## src/sv/gcfp_pkg.sv

```systemverilog
// Shared types and constants for the gimbal command frame parser.
`default_nettype none
package gcfp_pkg;

    localparam int unsigned BYTE_W      = 8;
    localparam int unsigned FRAME_LEN   = 7;
    localparam int unsigned FRAME_W     = FRAME_LEN * BYTE_W;
    localparam int unsigned POS_W       = 3;

    localparam logic [BYTE_W-1:0] START_ALT     = 8'h81;
    localparam logic [BYTE_W-1:0] KIND_SUM      = 8'h01;
    localparam logic [BYTE_W-1:0] KIND_TERM     = 8'h09;
    localparam logic [BYTE_W-1:0] END_MARK      = 8'hFF;
    localparam logic [BYTE_W-1:0] START_RESET   = 8'hFF;

    localparam logic [POS_W-1:0]  POS_BODY_FIRST = 3'd2;
    localparam logic [POS_W-1:0]  POS_SUM_CHECK  = 3'd6;
    localparam logic [POS_W-1:0]  POS_TERM_LAST  = 3'd4;

    typedef enum logic [1:0] {
        PH_IDLE     = 2'd0,
        PH_START    = 2'd1,
        PH_SUMBODY  = 2'd2,
        PH_TERMBODY = 2'd3
    } t_phase;

    typedef enum logic [1:0] {
        ST_NONE    = 2'd0,
        ST_SUM_OK  = 2'd1,
        ST_TERM_OK = 2'd2,
        ST_BAD     = 2'd3
    } t_status;

    typedef struct packed {
        t_status              status;
        logic [FRAME_W-1:0]   frame_bytes;
    } t_result;

endpackage
`default_nettype wire

```

## src/sv/gimbal_command_frame_parser.sv

```systemverilog
// Gimbal command frame parser top level: byte input register, parser, result register.
//
// Input channel: one received byte per beat on i_rx_byte (i_valid / o_ready).
// Output channel: one result per input beat on o_status and o_frame_bytes
// (o_valid / i_ready). o_frame_bytes holds frame bytes 0..6, byte 0 in bits
// 7..0, and is zero while o_status reports an incomplete frame.
// Configuration channel: i_cfg_valid / o_cfg_ready carries the primary start
// byte on i_cfg_start_byte; 0x81 is always taken as a start byte too. Write it
// only while no byte is in flight.
// Path: an accepted byte is held in the input register, then passes through the
// parser into the result register, from which the receiver takes it.
// Throughput: one byte per cycle unless the output stalls; the parser state
// updates as a byte moves from the input register to the result register.
// Reset: synchronous, active low; the parser goes idle, the frame store and
// checksum clear, the start byte returns to 0xFF and both registers empty.
// Stall: while i_ready is low the result holds; one more byte is taken into
// the input register, then o_ready drops until the result is taken.
`default_nettype none
module gimbal_command_frame_parser (
    input  wire logic                          i_clk,
    input  wire logic                          i_rst_n,
    input  wire logic                          i_cfg_valid,
    output wire logic                          o_cfg_ready,
    input  wire logic [gcfp_pkg::BYTE_W-1:0]   i_cfg_start_byte,
    input  wire logic                          i_valid,
    output wire logic                          o_ready,
    input  wire logic [gcfp_pkg::BYTE_W-1:0]   i_rx_byte,
    output wire logic                          o_valid,
    input  wire logic                          i_ready,
    output wire logic [1:0]                    o_status,
    output wire logic [gcfp_pkg::FRAME_W-1:0]  o_frame_bytes
);
    import gcfp_pkg::*;

    logic [BYTE_W-1:0] r_start_byte;
    logic              r_in_valid;
    logic [BYTE_W-1:0] r_in_byte;
    logic              r_out_valid;
    t_result           r_out;
    t_result           parse_result;
    logic              advance;

    assign advance     = r_in_valid && (!r_out_valid || i_ready);
    assign o_ready     = !r_in_valid || advance;
    assign o_cfg_ready = 1'b1;

    gcfp_parse u_parse (
        .i_clk        (i_clk),
        .i_rst_n      (i_rst_n),
        .i_start_byte (r_start_byte),
        .i_step       (advance),
        .i_byte       (r_in_byte),
        .o_result     (parse_result)
    );

    always_ff @(posedge i_clk) begin
        if (!i_rst_n) begin
            r_start_byte <= START_RESET;
        end else if (i_cfg_valid) begin
            r_start_byte <= i_cfg_start_byte;
        end
    end

    always_ff @(posedge i_clk) begin
        if (!i_rst_n) begin
            r_in_valid <= 1'b0;
        end else if (o_ready) begin
            r_in_valid <= i_valid;
        end
    end

    always_ff @(posedge i_clk) begin
        if (o_ready && i_valid) begin
            r_in_byte <= i_rx_byte;
        end
    end

    always_ff @(posedge i_clk) begin
        if (!i_rst_n) begin
            r_out_valid <= 1'b0;
        end else if (advance) begin
            r_out_valid <= 1'b1;
        end else if (i_ready) begin
            r_out_valid <= 1'b0;
        end
    end

    always_ff @(posedge i_clk) begin
        if (advance) begin
            r_out <= parse_result;
        end
    end

    assign o_valid       = r_out_valid;
    assign o_status      = r_out.status;
    assign o_frame_bytes = r_out.frame_bytes;

endmodule
`default_nettype wire

```

## src/sv/gcfp_parse.sv

```systemverilog
// Frame parse state and per-byte result logic.
`default_nettype none
module gcfp_parse (
    input  wire logic                          i_clk,
    input  wire logic                          i_rst_n,
    input  wire logic [gcfp_pkg::BYTE_W-1:0]   i_start_byte,
    input  wire logic                          i_step,
    input  wire logic [gcfp_pkg::BYTE_W-1:0]   i_byte,
    output gcfp_pkg::t_result                  o_result
);
    import gcfp_pkg::*;

    t_phase                          r_phase, n_phase;
    logic [POS_W-1:0]                r_pos, n_pos;
    logic [BYTE_W-1:0]               r_sum, n_sum;
    logic [FRAME_LEN-1:0][BYTE_W-1:0] r_store, n_store;
    t_status                         n_status;
    logic [POS_W-1:0]                term_pos;

    always_comb begin
        n_phase  = r_phase;
        n_pos    = r_pos;
        n_sum    = r_sum;
        n_store  = r_store;
        n_status = ST_NONE;
        term_pos = (r_pos > POS_TERM_LAST) ? POS_TERM_LAST : r_pos;
        case (r_phase)
            PH_IDLE: begin
                if (i_byte == i_start_byte || i_byte == START_ALT) begin
                    n_store    = '0;
                    n_store[0] = i_byte;
                    n_sum      = '0;
                    n_phase    = PH_START;
                end
            end
            PH_START: begin
                if (i_byte == KIND_SUM) begin
                    n_store[1] = i_byte;
                    n_sum      = r_sum + i_byte;
                    n_pos      = POS_BODY_FIRST;
                    n_phase    = PH_SUMBODY;
                end else if (i_byte == KIND_TERM) begin
                    n_store[1] = i_byte;
                    n_pos      = POS_BODY_FIRST;
                    n_phase    = PH_TERMBODY;
                end else begin
                    n_sum   = '0;
                    n_phase = PH_IDLE;
                end
            end
            PH_SUMBODY: begin
                if (r_pos >= POS_SUM_CHECK) begin
                    n_store[FRAME_LEN-1] = i_byte;
                    n_pos    = POS_BODY_FIRST;
                    n_phase  = PH_IDLE;
                    n_status = (r_sum == i_byte) ? ST_SUM_OK : ST_BAD;
                end else begin
                    for (int i = 0; i < FRAME_LEN; i++) begin
                        if (r_pos == POS_W'(i)) begin
                            n_store[i] = i_byte;
                        end
                    end
                    n_pos = r_pos + 1'b1;
                    n_sum = r_sum + i_byte;
                end
            end
            PH_TERMBODY: begin
                for (int i = 0; i < FRAME_LEN; i++) begin
                    if (term_pos == POS_W'(i)) begin
                        n_store[i] = i_byte;
                    end
                end
                if (term_pos == POS_TERM_LAST) begin
                    n_pos    = POS_BODY_FIRST;
                    n_phase  = PH_IDLE;
                    n_status = (i_byte == END_MARK) ? ST_TERM_OK : ST_BAD;
                end else begin
                    n_pos = term_pos + 1'b1;
                end
            end
            default: begin
                n_phase = PH_IDLE;
            end
        endcase
    end

    always_comb begin
        o_result.status      = n_status;
        o_result.frame_bytes = (n_status != ST_NONE) ? n_store : '0;
    end

    always_ff @(posedge i_clk) begin
        if (!i_rst_n) begin
            r_phase <= PH_IDLE;
            r_pos   <= POS_BODY_FIRST;
            r_sum   <= '0;
            r_store <= '0;
        end else if (i_step) begin
            r_phase <= n_phase;
            r_pos   <= n_pos;
            r_sum   <= n_sum;
            r_store <= n_store;
        end
    end

endmodule
`default_nettype wire
```

## config.mk

```make
export PLATFORM = sky130hd
export DESIGN_NAME = gimbal_command_frame_parser
export DESIGN_NICKNAME = d
export VERILOG_FILES = /design/src/sv/gcfp_pkg.sv /design/src/sv/gimbal_command_frame_parser.sv /design/src/sv/gcfp_parse.sv
export SDC_FILE = /design/constraint.sdc
export NUM_CORES = 1
export LEC_CHECK = 0
export ABC_CLOCK_PERIOD_IN_PS = 11950
export BUFFER_PORTS_ARGS = -buffer_cell sky130_fd_sc_hd__buf_2
export CORE_ASPECT_RATIO = 0.8
export CORE_UTILIZATION = 35
export DETAILED_ROUTE_END_ITERATION = 10
export PLACE_DENSITY_LB_ADDON = 0.08
export RECOVER_POWER = 100
export SLEW_MARGIN = 20
export SYNTH_ARGS = -nofsm -noshare
export SYNTH_HDL_FRONTEND = slang
export SYNTH_HIERARCHICAL = 1
export SYNTH_SLANG_ARGS = --single-unit
export TNS_END_PERCENT = 10
```

## constraint.sdc

```tcl
create_clock -name i_clk -period 11.95 [get_ports i_clk]
set_input_delay 1.195 -clock i_clk [delete_from_list [all_inputs] [get_ports i_clk]]
set_output_delay 1.195 -clock i_clk [all_outputs]
set_load 0.02 [all_outputs]
```

==> out/metrics.csv, run 1 <==
metric,value,unit
firstDrtPassIters,4,
cts_buffers,17,
vias,5128,
grt_max_degree,47,
die_y,125,µm
synth-simple-area-share,11.9,%
rows,44,
finalWirelength,18400,µm
crit_type,in -> reg,
worst_setup_path_start_kind,input pin,
grt_pass1_wl,28300,µm
arrival,6.04,ns
outcome,finished with violations,
rsz0062_at_grt,no,
cp.required,12.28,ns
synth-compound-area-share,22.7,%
drt_first_iter_violations,353,
grt_usage,19.3,%
drive_above_1_share,8.39,%
dp_hpwl,11900,µm
fin_setup_tns,0,ns
ys_seq_area_share,53.8,%
syn-num-nets,653,
synth-edff-count,66,
ys_seq_elements,145,
yosysTopAreaCell,edfxtp_1,
yosys_warnings,6,
diodes,0,
ir_worst_vdd,0.0000780,V
period_needed,5.71,ns
setup_viol,0,
clk_pin_slew,0.06,ns
final_antenna_net_count,0,
p_leak,2.65,nW
io_pins,82,
cts_max_level,4,
syn-mean-instance-area,10.8,µm²
stdcell_count,944,
placed_cells,912,
place_congestion,0.969,
async_flop_share,0,%
grt_pass1_vias,4915,
drv_slew,115,
clock_sinks,145,
fin_area,7680,µm²
synth_xor_xnor_area_share,1.97,%
fin_nets,720,
avgViaCountPerCell,5.43,
finalHoldViolations,0,
power_density,149,nW/µm²
io_buffer_count,80,
violations,"max-capacitance violations, max-slew violations",
netlist_area,6620,µm²
core_area,18300,µm²
synth_cell_type_count,64,
ctsHoldBuffers,0,
yosys-top-cells-area,"edfxtp_1 30%, dfxtp_1 24%, a22o_1 4.6%, o2bb2ai_1 4.6%, a21oi_1 3.9%",
synthAdderAreaFrac,4.08,%
hold_path_class,reg -> reg,
fin_worst_skew,0.00901,ns
initial_utilization,36.1,%
post-route-util,41.9,%
drcViolationCount,0,
die-width,156,µm
area_growth,16.0,%
avgRoutedWirePerCell,19.5,µm
grt-ovfl-total,0,
r2r_setup_slack,6.68,ns
fmax,175,MHz
endpoint_kind,register,
cp_max_fo,46,
cts_tree,built,
grt_antenna_before_repair,0,
period_share,47.8,%
cap_violations,3,
worst_slew_margin_rel,-67.8,%
synthFlopType,dfxtp_1,
synth_top_family_by_area,compound AO/OA/AOI/OAI gates,
ctsRootBufferMaster,clkbuf_16,
clock_latency,0.42,ns
syn_inst,611,
worst_slew_pin_slew,2.52,ns
place_area,7190,µm²
post-synth-top-area-fraction,29.9,%
cts-resized-gates,0,
cts_setup_buffers,0,
clk_path_buf_depth,2,
muxShareOfSynthArea,1.68,%
dieArea,19500,µm²
==> cell type report <==
| class | instances | area [µm²] |
|---|---|---|
| Multi-Input combinational cell | 411 | 2790 |
| Tap cell | 253 | 317 |
| Fill cell | 1805 | 10700 |
| Inverter | 20 | 75.1 |
| Clock buffer | 24 | 503 |
| Sequential cell | 145 | 3560 |
| Clock inverter | 8 | 101 |
| Timing Repair Buffer | 83 | 334 |
==> flip-flops by register name (all words and copies together), names as in the netlist <==
signal / count
u_parse/r_phase: 2
u_parse/r_sum: 8
r_start_byte: 8
r_in_valid: 1
o_frame_bytes: 56
u_parse/r_store: 56
o_valid: 1
u_parse/r_pos: 3
o_status: 2
r_in_byte: 8
==> kinds of logic (layout without fill, tap and decap cells) <==
group,count (synthesis),after routing
compound gates,206,206
simple gates,158,158
flops,145,145
buf+inv,55,135
fa+ha+maj,21,21
xor+xnor,14,14
mux,11,11
other cells,1,1
==> cells in the final DEF, fill, tap and decap left out, types with 10 or more instances in the layout <==
cell type | Yosys | layout
dfxtp_1 | 79 | 79
clkbuf_1 | 20 | 68
edfxtp_1 | 66 | 66
nand2_1 | 53 | 53
a21oi_1 | 51 | 51
nor2_1 | 48 | 48
a22o_1 | 35 | 35
o2bb2ai_1 | 35 | 35
o21ai_0 | 20 | 20
ha_1 | 20 | 20
inv_1 | 19 | 19
a22oi_1 | 19 | 19
clkbuf_16 | 0 | 18
buf_2 | 6 | 18
nand3_1 | 15 | 15
mux2i_1 | 10 | 10
o21a_1 | 10 | 10
==> path summary, 6_finish.rpt <==
check                                    startpoint                   to  depth (start not counted)
worst min-delay path            u_parse/r_store[24]  u_parse/r_store[24]                          1
worst max-delay path                        i_ready     u_parse/r_sum[7]                          9
worst min register to register  u_parse/r_store[24]  u_parse/r_store[24]                          1
worst max register to register              o_valid     u_parse/r_sum[7]                          8
==> report_power, final <==
part           switching (W)  internal (W)  leakage [nW]   total, W
combinational      0.0000433     0.0000154          1.14  0.0000587
clock               0.000203      0.000337         0.290   0.000540
sequential         0.0000149      0.000532          1.22   0.000547
==> Yosys cell counts, drive strengths merged, types with 5 or more instances <==
| library cell | n |
|---|---|
| xnor2 | 5 |
| nand2b | 7 |
| nand3 | 15 |
| o211ai | 6 |
| nor2 | 48 |
| nand2 | 53 |
| mux2i | 10 |
| edfxtp | 66 |
| dfxtp | 79 |
| a21oi | 51 |
| o21a | 11 |
| o2bb2ai | 35 |
| xor2 | 9 |
| a22oi | 19 |
| o21ai | 21 |
| a22o | 35 |
| clkbuf | 21 |
| buf | 14 |
| inv | 19 |
| a2bb2o | 5 |
| ha | 20 |
| a21o | 5 |
==> critical path: stages <==
cell,delay (ns)
clkbuf_1,0.09
nor2b_1,0.09
nor2b_4,0.10
clkbuf_1,1.77
clkbuf_1,1.40
o211ai_1,0.28
a21o_1,0.38
or4_1,0.53
a31oi_1,0.16
==> per-stage QoR <==
| stage | total power [W] | worst slack, ns | hold slack, ns |
|---|---|---|---|
| 2_1_floorplan | 0.000593 | 6.26 | 0.433 |
| 3_3_place_gp | 0.000619 | 8.20 | 0.446 |
| 3_5_place_dp | 0.000620 | 8.11 | 0.447 |
| 4_1_cts | 0.00116 | 8.09 | 0.465 |
| 5_1_grt | 0.00118 | 5.81 | 0.476 |
| 6_report | 0.00115 | 6.24 | 0.460 |
==> routing by layer <==
metal  vias up  routed length, µm  part of all wire [%]  global-route usage, %
met3        28                816                   4.4                   3.54
li1       2421                  -                     -                      -
met2       150               8300                    45                   29.8
met1      2529               8970                    49                   27.3
met5         -                  0                     0                      0
met4         0                312                   1.7                   6.69
Note: power is estimated with default switching activity, not from simulation.
==> run 2: changes to the inputs <==
ABC_CLOCK_PERIOD_IN_PS = 5800   (was 11950)
clock period = 5.8 ns   (was 11.95 ns; I/O delays follow)
==> out/metrics.csv, run 2 (same netlist as run 1, synthesis figures left out) <==
metric,value,unit
dieArea,19500,µm²
slowest_stage,clkbuf_1,
p_int,0.00178,W
firstDrtPassIters,4,
worst_setup_path_start_kind,register,
holdWs,0.333,ns
fin_nets,720,
rsz0062_at_grt,no,
cts-resized-gates,0,
grt_pass1_vias,4878,
final_antenna_net_count,0,
core_area,18300,µm²
p_sw,0.000573,W
cts_buffers,17,
setup_viol,0,
grt-ovfl-total,0,
cp_num_buf_inv,2,
worstSetupStartpoint,o_valid,
cts_tree,built,
period_share,72.9,%
timing.rr.start,o_valid,
crit_type,reg -> reg,
die_y,125,µm
cap_violations,3,
period_needed,4.23,ns
worst_slew_margin_rel,-64.6,%
cp_cell_sequence,nor2b_1 > nor2b_4 > clkbuf_1 > clkbuf_1,
power.share.switching,24.4,%
grt_max_degree,48,
avgViaCountPerCell,5.41,
whs_path_depth,1,
slowest_delay,1.84,ns
r2r_setup_slack,1.57,ns
clk_pin_slew,0.06,ns
dp_hpwl,11700,µm
drt_first_iter_violations,352,
fin_setup_tns,0,ns
clock_latency,0.42,ns
hold_path_class,in -> reg,
endpoint_kind,register,
clkPwrFrac,47.0,%
drcViolationCount,0,
die-width,156,µm
n_fill_cell,1786,
cp_max_fo,47,
ctsHoldBuffers,0,
rows,44,
drv_slew,115,
grt_antenna_before_repair,0,
arrival,4.22,ns
initial_utilization,36.1,%
ir_worst_vdd,0.000162,V
cts_max_level,4,
grt_usage,19.0,%
cp.required,5.79,ns
reg2reg_depth,4,
pwr-share-comb,5.1,%
final_common_cell,dfxtp_1,
power_density,307,nW/µm²
drive_above_1_share,9.26,%
finalWirelength,18000,µm
ctsRootBufferMaster,clkbuf_16,
io_pins,82,
clk_path_buf_depth,2,
p_leak,2.66,nW
hold_path_end,r_in_byte[3],
area_growth,15.9,%
fin_worst_skew,0.00526,ns
io_buffer_count,80,
r2r-end,o_frame_bytes[21],
final_cell_mix,"79 x dfxtp_1, 66 x edfxtp_1, 64 x clkbuf_1",
diodes,0,
seq_power_share,47.9,%
outcome,finished with violations,
worst_slew_pin_slew,2.47,ns
clock_sinks,145,
min_from,i_rx_byte[3],
cts_setup_buffers,0,
finalHoldViolations,0,
crit_family,buffers and inverters,
violations,"max-capacitance violations, max-slew violations",
avgRoutedWirePerCell,19.1,µm
fmax,237,MHz
grt_pass1_wl,27700,µm
place_congestion,0.919,
vias,5108,
cp_common_cell,clkbuf_1,
-- run 2: cell count changes in the layout (fill, tap and decap cells not counted), moves of 2 or more --
cell        change
clkbuf_1        -4
clkinv_4        +4
clkinv_2        +2
clkinvlp_4      -2
clkbuf_8        -2
inv_6           +3
-- run 2: area by class of cell --
type	count	area (µm²)	share of cell area [%]
flip-flops and latches	145	3560	46.5
multi-input cells	411	2780	36.3
clock buffers	18	439	5.73
repair buffers	83	335	4.37
well taps	253	317	4.13
clock inverters	14	154	2.01
inverters	20	75.1	0.979
-- run 2: power groups by stage --
stage | clock network [W] | registers (W) | logic, W
after floorplan | 0 | 0.00116 | 0.0000645
after global placement | 0 | 0.00115 | 0.000127
after detailed placement | 0 | 0.00115 | 0.000129
after CTS | 0.00113 | 0.00113 | 0.000129
after global routing | 0.00117 | 0.00113 | 0.000130
final | 0.00110 | 0.00113 | 0.000120
-- run 2: per-layer routing --
metal	up-vias	part of all wire [%]	global-route usage, %
li1	2421	-	-
met5	-	0	0
met2	143	45	29.3
met4	0	1.2	5.42
met3	15	5.1	4.64
met1	2529	49	26.5
-- run 2: per-stage QoR --
stage / area [µm²] / util (%) / total power, W / setup slack (ns) / cells
final: 7670 / 41.8 / 0.00235 / 1.57 / 944
after detailed placement: 7190 / 39.2 / 0.00128 / 1.83 / 912
after global routing: 7670 / 41.8 / 0.00243 / 1.10 / 944
after CTS: 7780 / 42.5 / 0.00238 / 1.82 / 944
after floorplan: 6620 / - / 0.00122 / 0.725 / 611
after global placement: 7190 / 39.2 / 0.00127 / 2.07 / 912
-- run 2: worst reg2reg max path, delay by kind of cell, from the launching register on --
kind / cells / cell delay, ns
and+or+nand+nor: 2 / 0.29
buffers and inverters: 2 / 3.13
DFF: 1 / 0.34
-- run 2: how the worst max path moves through the flow --
| stage | slack (ns) | endpoint | cells past startpoint |
|---|---|---|---|
| after floorplan | 0.72 | u_parse/r_store[6] | 7 |
| after global placement | 2.07 | o_frame_bytes[44] | 8 |
| after detailed placement | 1.83 | o_frame_bytes[45] | 8 |
| after CTS | 1.82 | o_frame_bytes[45] | 8 |
| after global routing | 1.10 | o_frame_bytes[29] | 4 |
| final | 1.57 | o_frame_bytes[21] | 4 |
==> run 3: changes to the inputs <==
ABC_CLOCK_PERIOD_IN_PS = 3400   (was 5800)
clock period = 3.4 ns   (was 5.8 ns; I/O delays follow)
==> out/metrics.csv, run 3 (same netlist as run 1, synthesis figures left out) <==
metric,value,unit
r2r-end,o_frame_bytes[44],
initial_utilization,36.1,%
vias,5177,
fin_worst_skew,0.00702,ns
n_fill_cell,1794,
drv_slew,0,
dieArea,19500,µm²
finalWirelength,18500,µm
worstSetupStartpoint,r_in_byte[5],
r2r_setup_slack,0.40,ns
min_from,i_rx_byte[0],
grt_antenna_before_repair,0,
grt_pass1_vias,5032,
multi_input_area,2770,µm²
ctsRootBufferMaster,clkbuf_16,
clk_path_buf_depth,2,
crit_type,reg -> reg,
seq_area,3560,µm²
fmax,334,MHz
pre_cts_ws,0.552,ns
cp_cell_sequence,clkbuf_2 > nor2_1 > nand4_1 > a21boi_1 > a21o_1 > o21a_1 > a22o_1,
rows,44,
endpoint_kind,register,
grt-ovfl-total,0,
timing.rr.start,r_in_byte[5],
slowest_stage,edfxtp_1,
cp.required,3.69,ns
hold_path_class,in -> reg,
avgRoutedWirePerCell,19.2,µm
final_common_cell,dfxtp_1,
whs_path_depth,1,
drcViolationCount,0,
die_y,125,µm
io_buffer_count,80,
dp_hpwl,12600,µm
cts-resized-gates,0,
die-width,156,µm
avgViaCountPerCell,5.36,
diodes,0,
final_antenna_net_count,0,
finalHoldViolations,0,
rsz0062_at_grt,no,
cts_tree,built,
setup_ws,0.404,ns
clock_sinks,145,
slowest_delay,0.59,ns
setup_viol,0,
cap_violations,0,
core_area,18300,µm²
power_density,516,nW/µm²
period_share,88.1,%
ir_worst_vdd,0.000237,V
firstDrtPassIters,5,
fin_setup_tns,0,ns
worst_slew_margin_rel,30.8,%
place_congestion,0.908,
worst_setup_path_start_kind,register,
final_cell_mix,"79 x dfxtp_1, 66 x clkbuf_1, 66 x edfxtp_1",
cts_max_level,4,
clk_pin_slew,0.06,ns
period_needed,3.00,ns
hold_path_end,r_in_byte[0],
ctsHoldBuffers,0,
p_leak,2.74,nW
cp_max_fo,11,
grt_usage,19.8,%
area_growth,18.2,%
drt_first_iter_violations,254,
arrival,3.29,ns
drive_above_1_share,11.2,%
cts_setup_buffers,0,
cts_buffers,17,
worst_slew_pin_slew,1.04,ns
grt_pass1_wl,28700,µm
reg2reg_depth,7,
outcome,completed,
io_pins,82,
fin_nets,741,
clock_latency,0.43,ns
grt_max_degree,44,
[run 3: cell types whose count changed in the layout (fill, tap and decap cells not counted), sizes merged]
cell,before,now
clkbuf,82,85
buf,19,40
clkinvlp,0,4
clkinv,9,4
inv,23,20
bufinv,2,3
[run 3: layout make-up]
class | count | area share (%)
well taps | 253 | 4.05
multi-input cells | 411 | 35.5
flip-flops and latches | 145 | 45.6
repair buffers | 104 | 6.31
inverters | 20 | 0.960
clock buffers | 21 | 5.63
clock inverters | 11 | 2.02
[run 3: power by group]
group | leakage (nW) | switching (W) | total, W | internal, W
combinational | 1.24 | 0.000175 | 0.000237 | 0.0000612
sequential | 1.22 | 0.0000302 | 0.00190 | 0.00187
clock | 0.276 | 0.000736 | 0.00190 | 0.00116
[run 3: worst max path at each step]
stage	cells after the start	end
final	7	o_frame_bytes[44]
after global routing	10	o_frame_bytes[7]
after CTS	6	u_parse/r_store[55]
after detailed placement	6	u_parse/r_store[55]
after global placement	6	u_parse/r_store[47]
after floorplan	8	u_parse/r_sum[7]
[run 3: per-stage QoR]
stage	area (µm²)	total power (W)	cells	hold slack [ns]	util, %
6_report	7820	0.00403	965	0.0802	42.6
2_1_floorplan	6630	0.00208	611	0.433	-
3_3_place_gp	7350	0.00218	933	0.445	40.1
4_1_cts	7950	0.00410	965	0.0634	43.3
3_5_place_dp	7350	0.00219	933	0.447	40.1
5_1_grt	7820	0.00417	965	0.0683	42.6
[run 3: worst max-delay path: cells and delay by family (launching register included)]
kind / cells / cell delay [ns]
AO/OA/AOI/OAI: 4 / 1.65
AND/OR/NAND/NOR: 2 / 0.24
flip-flops: 1 / 0.59
buffers and inverters: 1 / 0.37
[run 3: per-layer routing]
metal	track usage (%)	wire [µm]	up-vias
li1	-	-	2469
met1	27.6	9180	2546
met2	30.1	8140	140
met3	4.58	978	22
met4	6.92	242	0
met5	0	0	-
